$ cat src/rtl/dcae_pkg.sv
// ----------------------------------------------------------------------------
// dcae_pkg
// Shared widths, limits, register indexes and reset values of the
// daisy-chain address enumerator.
// ----------------------------------------------------------------------------
package dcae_pkg;

	// Width of the address counter and of the tick timer.
	localparam int ADDR_WIDTH  = 8;
	localparam int TIMER_WIDTH = 24;

	// Width of the counter of edges sent upward: it reaches 2*address+1.
	localparam int EDGE_WIDTH = ADDR_WIDTH + 1;

	localparam logic [ADDR_WIDTH-1:0]  ADDR_MAX  = {ADDR_WIDTH{1'b1}};
	localparam logic [TIMER_WIDTH-1:0] TIMER_MAX = {TIMER_WIDTH{1'b1}};

	// Configuration port.
	localparam int CFG_INDEX_WIDTH = 4;
	localparam int CFG_DATA_WIDTH  = 24;

	localparam logic [CFG_INDEX_WIDTH-1:0] CFG_STARTUP_TIMEOUT = 4'd0;
	localparam logic [CFG_INDEX_WIDTH-1:0] CFG_PULSE_GAP       = 4'd1;
	localparam logic [CFG_INDEX_WIDTH-1:0] CFG_TOGGLE_HALF     = 4'd2;
	localparam logic [CFG_INDEX_WIDTH-1:0] CFG_REPLY_TIMEOUT   = 4'd3;

	// Register reset values.
	localparam logic [23:0] STARTUP_TIMEOUT_RESET = 24'd100000;
	localparam logic [15:0] PULSE_GAP_RESET       = 16'd500;
	localparam logic [15:0] TOGGLE_HALF_RESET     = 16'd100;
	localparam logic [15:0] REPLY_TIMEOUT_RESET   = 16'd500;

	// Address taken by the unit at the bottom of the chain.
	localparam logic [ADDR_WIDTH-1:0] BOTTOM_ADDRESS = ADDR_WIDTH'(8'h01);

endpackage

$ cat src/rtl/daisy_chain_address_enumerator_core.sv
// ----------------------------------------------------------------------------
// daisy_chain_address_enumerator_core
// Daisy-chain address enumerator: counts pulses from the unit below, then
// passes address+1 pulses to the unit above and waits for its reply.
// ----------------------------------------------------------------------------
// Path: an input transfer passes the input register, then the state update into
// the result register, before its result appears.
// Throughput: one tick item per cycle while the output does not stall.
// The input stalls only while a finished result is held by output stall.
// Reset (arst_n low, asynchronous): start-wait phase, address zero, up pin
// level register high but the up pin not driven, configuration registers back to their default tick counts.
// ----------------------------------------------------------------------------
module daisy_chain_address_enumerator_core
	import dcae_pkg::*;
(
	input  logic                       clk,
	input  logic                       arst_n,

	// Tick items in.
	input  logic                       in_valid,
	output logic                       in_stall,
	input  logic                       down_level,
	input  logic                       up_level,

	// Pin controls and status out.
	output logic                       out_valid,
	input  logic                       out_stall,
	output logic                       down_drive_enable,
	output logic                       down_drive_value,
	output logic                       up_drive_enable,
	output logic                       up_drive_value,
	output logic                       up_pull_select,
	output logic [7:0]                 chain_address,
	output logic [2:0]                 phase_now,
	output logic                       finished,

	// Configuration writes.
	input  logic                       wr_en,
	input  logic [CFG_INDEX_WIDTH-1:0] wr_index,
	input  logic [CFG_DATA_WIDTH-1:0]  wr_data
);

	// The phase codes are visible on phase_now, so the encoding is fixed.
	typedef enum logic [2:0] {
		PH_START     = 3'd0,
		PH_COUNT     = 3'd1,
		PH_SEND      = 3'd2,
		PH_WAIT_RISE = 3'd3,
		PH_WAIT_FALL = 3'd4,
		PH_DONE      = 3'd5
	} phase_t;

	// Configuration registers.
	logic [23:0] startup_timeout_q;
	logic [15:0] pulse_gap_q;
	logic [15:0] toggle_half_q;
	logic [15:0] reply_timeout_q;

	// Input register stage.
	logic valid_s1;
	logic down_s1;
	logic up_s1;

	// Enumeration state.
	phase_t                 phase_q;
	logic [ADDR_WIDTH-1:0]  addr_q;
	logic [EDGE_WIDTH-1:0]  edges_q;
	logic [TIMER_WIDTH-1:0] timer_q;
	logic                   last_down_q;
	logic                   last_up_q;
	logic                   up_pin_q;
	logic                   startup_fired_q;
	logic                   pull_up_q;

	// Result register valid.
	logic out_valid_q;

	// Next state.
	phase_t                 phase_n;
	logic [ADDR_WIDTH-1:0]  addr_n;
	logic [EDGE_WIDTH-1:0]  edges_n;
	logic [TIMER_WIDTH-1:0] timer_n;
	logic                   up_pin_n;
	logic                   startup_fired_n;
	logic                   pull_up_n;

	logic                   fall_down;
	logic                   rise_up;
	logic [TIMER_WIDTH-1:0] timer_inc;
	logic [TIMER_WIDTH-1:0] limit;
	logic                   expired;
	logic [EDGE_WIDTH-1:0]  edges_inc;
	logic                   advance;

	// Next result fields.
	logic dn_en_n;
	logic dn_val_n;
	logic up_en_n;

	// A limit above what the timer can count is clipped to the timer maximum.
	function automatic logic [TIMER_WIDTH-1:0] clip_limit(input logic [23:0] value);
		logic [31:0] wide;
		wide = 32'(value);
		if (wide > 32'(TIMER_MAX)) begin
			return TIMER_MAX;
		end
		return TIMER_WIDTH'(wide);
	endfunction

	// The whole pipeline moves unless a result is held at the output.
	assign advance  = !(out_valid_q && out_stall);
	assign in_stall = !advance;
	assign out_valid = out_valid_q;

	// Configuration writes; indexes beyond the list are dropped.
	always_ff @(posedge clk or negedge arst_n) begin
		if (!arst_n) begin
			startup_timeout_q <= STARTUP_TIMEOUT_RESET;
			pulse_gap_q       <= PULSE_GAP_RESET;
			toggle_half_q     <= TOGGLE_HALF_RESET;
			reply_timeout_q   <= REPLY_TIMEOUT_RESET;
		end else if (wr_en) begin
			case (wr_index)
				CFG_STARTUP_TIMEOUT: startup_timeout_q <= wr_data[23:0];
				CFG_PULSE_GAP:       pulse_gap_q       <= wr_data[15:0];
				CFG_TOGGLE_HALF:     toggle_half_q     <= wr_data[15:0];
				CFG_REPLY_TIMEOUT:   reply_timeout_q   <= wr_data[15:0];
				default: ;
			endcase
		end
	end

	// Next-state logic for one tick held in the input register.
	always_comb begin
		phase_n         = phase_q;
		addr_n          = addr_q;
		edges_n         = edges_q;
		timer_n         = timer_q;
		up_pin_n        = up_pin_q;
		startup_fired_n = startup_fired_q;
		pull_up_n       = pull_up_q;

		fall_down = last_down_q && !down_s1;
		rise_up   = !last_up_q && up_s1;

		// The timer saturates rather than wrapping, and it expires on the
		// tick on which it reaches the limit of the current phase.
		timer_inc = (timer_q != TIMER_MAX) ? timer_q + 1'b1 : TIMER_MAX;
		case (phase_q)
			PH_START:     limit = clip_limit(startup_timeout_q);
			PH_COUNT:     limit = clip_limit(24'(pulse_gap_q));
			PH_SEND:      limit = clip_limit(24'(toggle_half_q));
			PH_WAIT_RISE: limit = clip_limit(24'(reply_timeout_q));
			default:      limit = '0;
		endcase
		expired   = (timer_inc >= limit);
		edges_inc = edges_q + 1'b1;

		case (phase_q)
			PH_START: begin
				if (fall_down) begin
					addr_n  = (addr_q != ADDR_MAX) ? addr_q + 1'b1 : ADDR_MAX;
					timer_n = '0;
					phase_n = PH_COUNT;
				end else if (!startup_fired_q) begin
					timer_n = timer_inc;
					if (expired) begin
						// The start-up check is one-shot. With the down pin
						// high the block keeps waiting for edges forever.
						startup_fired_n = 1'b1;
						if (!down_s1 && addr_q == '0) begin
							addr_n   = BOTTOM_ADDRESS;
							phase_n  = PH_SEND;
							up_pin_n = 1'b0;
							edges_n  = EDGE_WIDTH'(1);
							timer_n  = '0;
						end
					end
				end
			end
			PH_COUNT: begin
				// An edge wins over a gap timeout on the same tick.
				if (fall_down) begin
					addr_n  = (addr_q != ADDR_MAX) ? addr_q + 1'b1 : ADDR_MAX;
					timer_n = '0;
				end else begin
					timer_n = timer_inc;
					if (expired) begin
						phase_n  = PH_SEND;
						up_pin_n = 1'b0;
						edges_n  = EDGE_WIDTH'(1);
						timer_n  = '0;
					end
				end
			end
			PH_SEND: begin
				timer_n = timer_inc;
				if (expired) begin
					up_pin_n = !up_pin_q;
					edges_n  = edges_inc;
					timer_n  = '0;
					// 2*address+1 edges give address+1 falling edges.
					if (edges_inc >= {addr_q, 1'b1}) begin
						phase_n   = PH_WAIT_RISE;
						pull_up_n = 1'b0;
					end
				end
			end
			PH_WAIT_RISE: begin
				if (rise_up) begin
					phase_n   = PH_WAIT_FALL;
					pull_up_n = 1'b1;
					timer_n   = '0;
				end else begin
					timer_n = timer_inc;
					if (expired) begin
						phase_n = PH_DONE;
						timer_n = '0;
					end
				end
			end
			PH_WAIT_FALL: begin
				// Any low sample finishes, whether already low or just fallen.
				if (!up_s1) begin
					phase_n = PH_DONE;
					timer_n = '0;
				end
			end
			default: ;
		endcase

		dn_en_n  = (phase_n >= PH_SEND);
		dn_val_n = (phase_n >= PH_SEND) && (phase_n <= PH_WAIT_FALL);
		up_en_n  = (phase_n <= PH_SEND);
	end

	// State and result register.
	always_ff @(posedge clk or negedge arst_n) begin
		if (!arst_n) begin
			valid_s1          <= 1'b0;
			down_s1           <= 1'b0;
			up_s1             <= 1'b0;
			phase_q           <= PH_START;
			addr_q            <= '0;
			edges_q           <= '0;
			timer_q           <= '0;
			last_down_q       <= 1'b0;
			last_up_q         <= 1'b0;
			up_pin_q          <= 1'b1;
			startup_fired_q   <= 1'b0;
			pull_up_q         <= 1'b0;
			out_valid_q       <= 1'b0;
			down_drive_enable <= 1'b0;
			down_drive_value  <= 1'b0;
			up_drive_enable   <= 1'b0;
			up_drive_value    <= 1'b0;
			up_pull_select    <= 1'b0;
			chain_address     <= '0;
			phase_now         <= '0;
			finished          <= 1'b0;
		end else if (advance) begin
			valid_s1    <= in_valid;
			down_s1     <= down_level;
			up_s1       <= up_level;
			out_valid_q <= valid_s1;
			if (valid_s1) begin
				phase_q           <= phase_n;
				addr_q            <= addr_n;
				edges_q           <= edges_n;
				timer_q           <= timer_n;
				last_down_q       <= down_s1;
				last_up_q         <= up_s1;
				up_pin_q          <= up_pin_n;
				startup_fired_q   <= startup_fired_n;
				pull_up_q         <= pull_up_n;
				down_drive_enable <= dn_en_n;
				down_drive_value  <= dn_val_n;
				up_drive_enable   <= up_en_n;
				up_drive_value    <= up_en_n && up_pin_n;
				up_pull_select    <= !up_en_n && pull_up_n;
				chain_address     <= 8'(addr_n);
				phase_now         <= 3'(phase_n);
				finished          <= (phase_n == PH_DONE);
			end
		end
	end

	// Done holds until reset.
	a_done_holds: assert property (@(posedge clk) disable iff (!arst_n)
		phase_q == PH_DONE |=> phase_q == PH_DONE)
		else $error("enumerator left the done phase");

	// While sending, the edge count never runs past 2*address+1.
	a_edges_bounded: assert property (@(posedge clk) disable iff (!arst_n)
		phase_q == PH_SEND |-> edges_q <= {addr_q, 1'b1})
		else $error("edge count exceeded 2*address+1");

	// Every phase from sending onward has a known, nonzero address.
	a_addr_known: assert property (@(posedge clk) disable iff (!arst_n)
		phase_q >= PH_SEND |-> addr_q != '0)
		else $error("enumeration past counting with address zero");

endmodule
$ cat config.mk
export PLATFORM = sky130hd
export DESIGN_NAME = daisy_chain_address_enumerator_core
export DESIGN_NICKNAME = d
export VERILOG_FILES = /design/src/rtl/dcae_pkg.sv /design/src/rtl/daisy_chain_address_enumerator_core.sv
export SDC_FILE = /design/constraint.sdc
export NUM_CORES = 1
export LEC_CHECK = 0
export BUFFER_PORTS_ARGS = -buffer_cell sky130_fd_sc_hd__buf_2
export CAP_MARGIN = 30
export CORE_MARGIN = 8
export CORE_UTILIZATION = 61
export DETAILED_ROUTE_END_ITERATION = 8
export PLACE_DENSITY = 0.89
export SLEW_MARGIN = 30
export SYNTH_ARGS = -nofsm -noshare
export SYNTH_HDL_FRONTEND = slang
export SYNTH_SLANG_ARGS = --single-unit
$ cat constraint.sdc
create_clock -name clk -period 6.32 [get_ports clk]
set_input_delay 1.264 -clock clk [delete_from_list [all_inputs] [get_ports clk]]
set_output_delay 1.264 -clock clk [all_outputs]
set_load 0.02 [all_outputs]
==> run summary <==
status: complete, no violations
Async SR Flop Fraction: 100.0%
core area: 0.01201 mm2
clock root buffer: clkbuf_16
Final HPWL DP: 12070 um
placed insts: 923
worst rel slew slack: 42.80%
per-cell routed wire length: 18.19 um
period utilization: 82.02%
vias in the first global route: 6225
worst setup margin: 1.136 ns
layout cell share with drive strength beyond 1: 26.49%
RSZ-0062 raised after global routing: false
slowest stage cell, crit path: or4_4
register area: 0.003306 mm2
P&R area growth vs syn: 12.72%
hold_buf cts: 0
Vias: 6076
buffer and inverter count on the worst path: 1
Placer Congestion: 0.8954
number of max-cap violations: 0
postcts setup bufs: 0
CP required: 6.62 ns
die height: 126.9 um
crit path launch type: register
CP max FO: 10
CP endpoint kind: register
CTS tree: yes
worst-margin pin slew: 0.8579 ns
crit-path cells: and4_1 > nand2_1 > or3_1 > nor4_1 > nand3_1 > o21a_1 > ha_1 > nand4_2 > or4_4 > a31o_4 > nand2_4 > inv_2 > ha_1 > mux2_2 > o21ai_0 > o21ai_0 > or4b_1 > nand2_1 > o21ai_1
PD cells: 422.1 mW/mm2
Hold Crit Class: reg -> reg
Initial DRC Count: 462
Cell Count, Final, Fillers Out: 955
DR pass1 iterations: 5
mapped cell area: 0.007503 mm2
clk_lat worst skew: 0.42 ns
crit-path leading delay family: simple AND/OR/NAND/NOR gates
fmax: 0.1929 GHz
post_cts resized: 0
Multi-input gate area: 0.003928 mm2
setup TNS: 0 ns
htree depth: 4
Peak VDD IR: 265.6 uV
most frequent cells in the layout: dfrtp_1 (109), nand2_1 (90), mux2_2 (77)
Reg2Reg Setup Slack: 1.14 ns
CP max stage delay: 0.57 ns
Num CTS Buffers: 17
sequential-to-total area share from yosys stat: 44.06%
via/cell ratio: 6.362
initial antenna violation count: 0
data arrival time of the worst path: 5.48 ns
pin count of the biggest net entering global routing: 79
IO Count: 54
# setup viols final: 0
leakage: 0.003837 uW
Synth Instances: 756
drt drc: 0
nets: 867
Core Util, Final: 70.42%
first-pass GRT wire length: 29300 um
grt ovf: 0
# diodes: 0
CP Class: reg -> reg
# clock sinks: 131
Die Area: 0.01611 mm2
pre-CTS setup slack: 0.9973 ns
Port Buf Inserts: 53
final slew viol count: 0
Main synth FF type: dfrtp_1
Fin. Hold Viols: 0
fin crit period: 5.184 ns
Avg Inst Size Synth: 9.925 um2
#FFs+latches synth: 131
skew final: 0.008630 ns
die width: 126.9 um
All-Layer GR Usage: 22.15%
Yosys cell types: 62
Yosys warning count: 0
number of fill cells in the layout: 875
CTS clk-pin slew, worst paths: 0.06 ns
Clock Tree Buf Depth: 2
antenna-violating nets left: 0
synthesized net count: 828
final wirelength: 17380 um
Cell Rows: 40
Initial Util: 62.47%
most common cell after layout, fill and taps aside: dfrtp_1
Post-synth EDFFs: 0
hold_ws: 0.4809 ns
[routing by layer]
metal / share of wire (%) / GRT usage, %
met2: 50 / 38.11
met5: 0 / 0
met1: 43 / 26.22
met4: 2.1 / 8.048
met3: 5.1 / 5.614
[per-stage QoR]
stage,area [um2],power (uW)
finish,8458,3570
global route,8458,3790
CTS,8454,3568
detailed placement,7858,2577
global placement,7846,2487
floorplan,7503,2212
[path summary, 6_finish.rpt]
kind,from,to,cells after the start
min,pull_up_q,pull_up_q,1
min in group asynchronous,arst_n,timer_q[20],1
max in group asynchronous,arst_n,toggle_half_q[1],2
max reg2reg,timer_q[7],up_drive_value,19
max,timer_q[7],up_drive_value,19
min reg2reg,pull_up_q,pull_up_q,1
[worst reg2reg max path: stages, from the launching register on]
cell	delay, ns
dfrtp_1	0.51
and4_1	0.27
nand2_1	0.09
or3_1	0.41
nor4_1	0.49
nand3_1	0.18
o21a_1	0.14
ha_1	0.31
nand4_2	0.12
or4_4	0.57
a31o_4	0.25
nand2_4	0.11
inv_2	0.07
ha_1	0.19
mux2_2	0.26
o21ai_0	0.17
o21ai_0	0.20
or4b_1	0.54
nand2_1	0.11
o21ai_1	0.06
[cell type report]
type / count / share of cell area (%)
multi-input cells: 557 / 46.43
repair buffers: 63 / 4.142
well taps: 147 / 2.175
clock inverters: 11 / 1.494
inverters: 25 / 1.109
flip-flops and latches: 131 / 39.08
clock buffers: 21 / 5.562
[report_power, final]
part           total, uW  switching (uW)  internal [uW]
Clock                979             366            613
Combinational       1350             799            548
Sequential          1240             184           1060
Total               3570            1350           2220
[synthesized netlist by cell type (all sizes together) (2+ instances only)]
cell | count | area share (%)
nor2 | 28 | 1.4
nand3b | 2 | 0.20
and2 | 7 | 0.58
or2 | 3 | 0.25
o211ai | 3 | 0.30
dfrtp | 109 | 36
o21a | 4 | 0.40
nand2 | 91 | 4.7
a21o | 4 | 0.40
nor3b | 2 | 0.20
inv | 25 | 1.3
a22o | 16 | 1.9
a21oi | 65 | 4.5
xnor2 | 15 | 1.8
and4 | 3 | 0.35
a221oi | 17 | 2.1
a211oi | 2 | 0.27
ha | 37 | 6.2
o21ai | 43 | 2.9
nand3 | 40 | 2.7
nor2b | 6 | 0.50
xor2 | 8 | 0.93
a22oi | 5 | 0.50
nor4 | 5 | 0.42
and3 | 15 | 1.3
a41o | 2 | 0.28
dfstp | 22 | 7.7
clkbuf | 28 | 1.4
or4 | 2 | 0.25
mux2 | 77 | 12
nand4 | 14 | 1.3
o31ai | 3 | 0.30
a31oi | 12 | 1.0
nor3 | 7 | 0.47
nand2b | 7 | 0.58
a31o | 2 | 0.35
buf | 15 | 1.2
a41oi | 2 | 0.23
[flip-flops by register name, summed over array words and instances (netlist names), 3 cells and up]
name	flops
addr_q	8
edges_q	9
phase_q	3
pulse_gap_q	16
reply_timeout_q	16
startup_timeout_q	24
timer_q	24
toggle_half_q	16
[cell families after synthesis]
logic type	count (synthesis)	synth area share [%]
muxes	77	11.56
xor gates and xnor gates	23	2.685
AOI/OAI and AO/OA	186	16.39
buffers and inverters	68	3.868
DFF	131	44.06
adders and majority gates	37	6.170
and+or+nand+nor	234	15.27
Power figures use the tool's default switching activity.
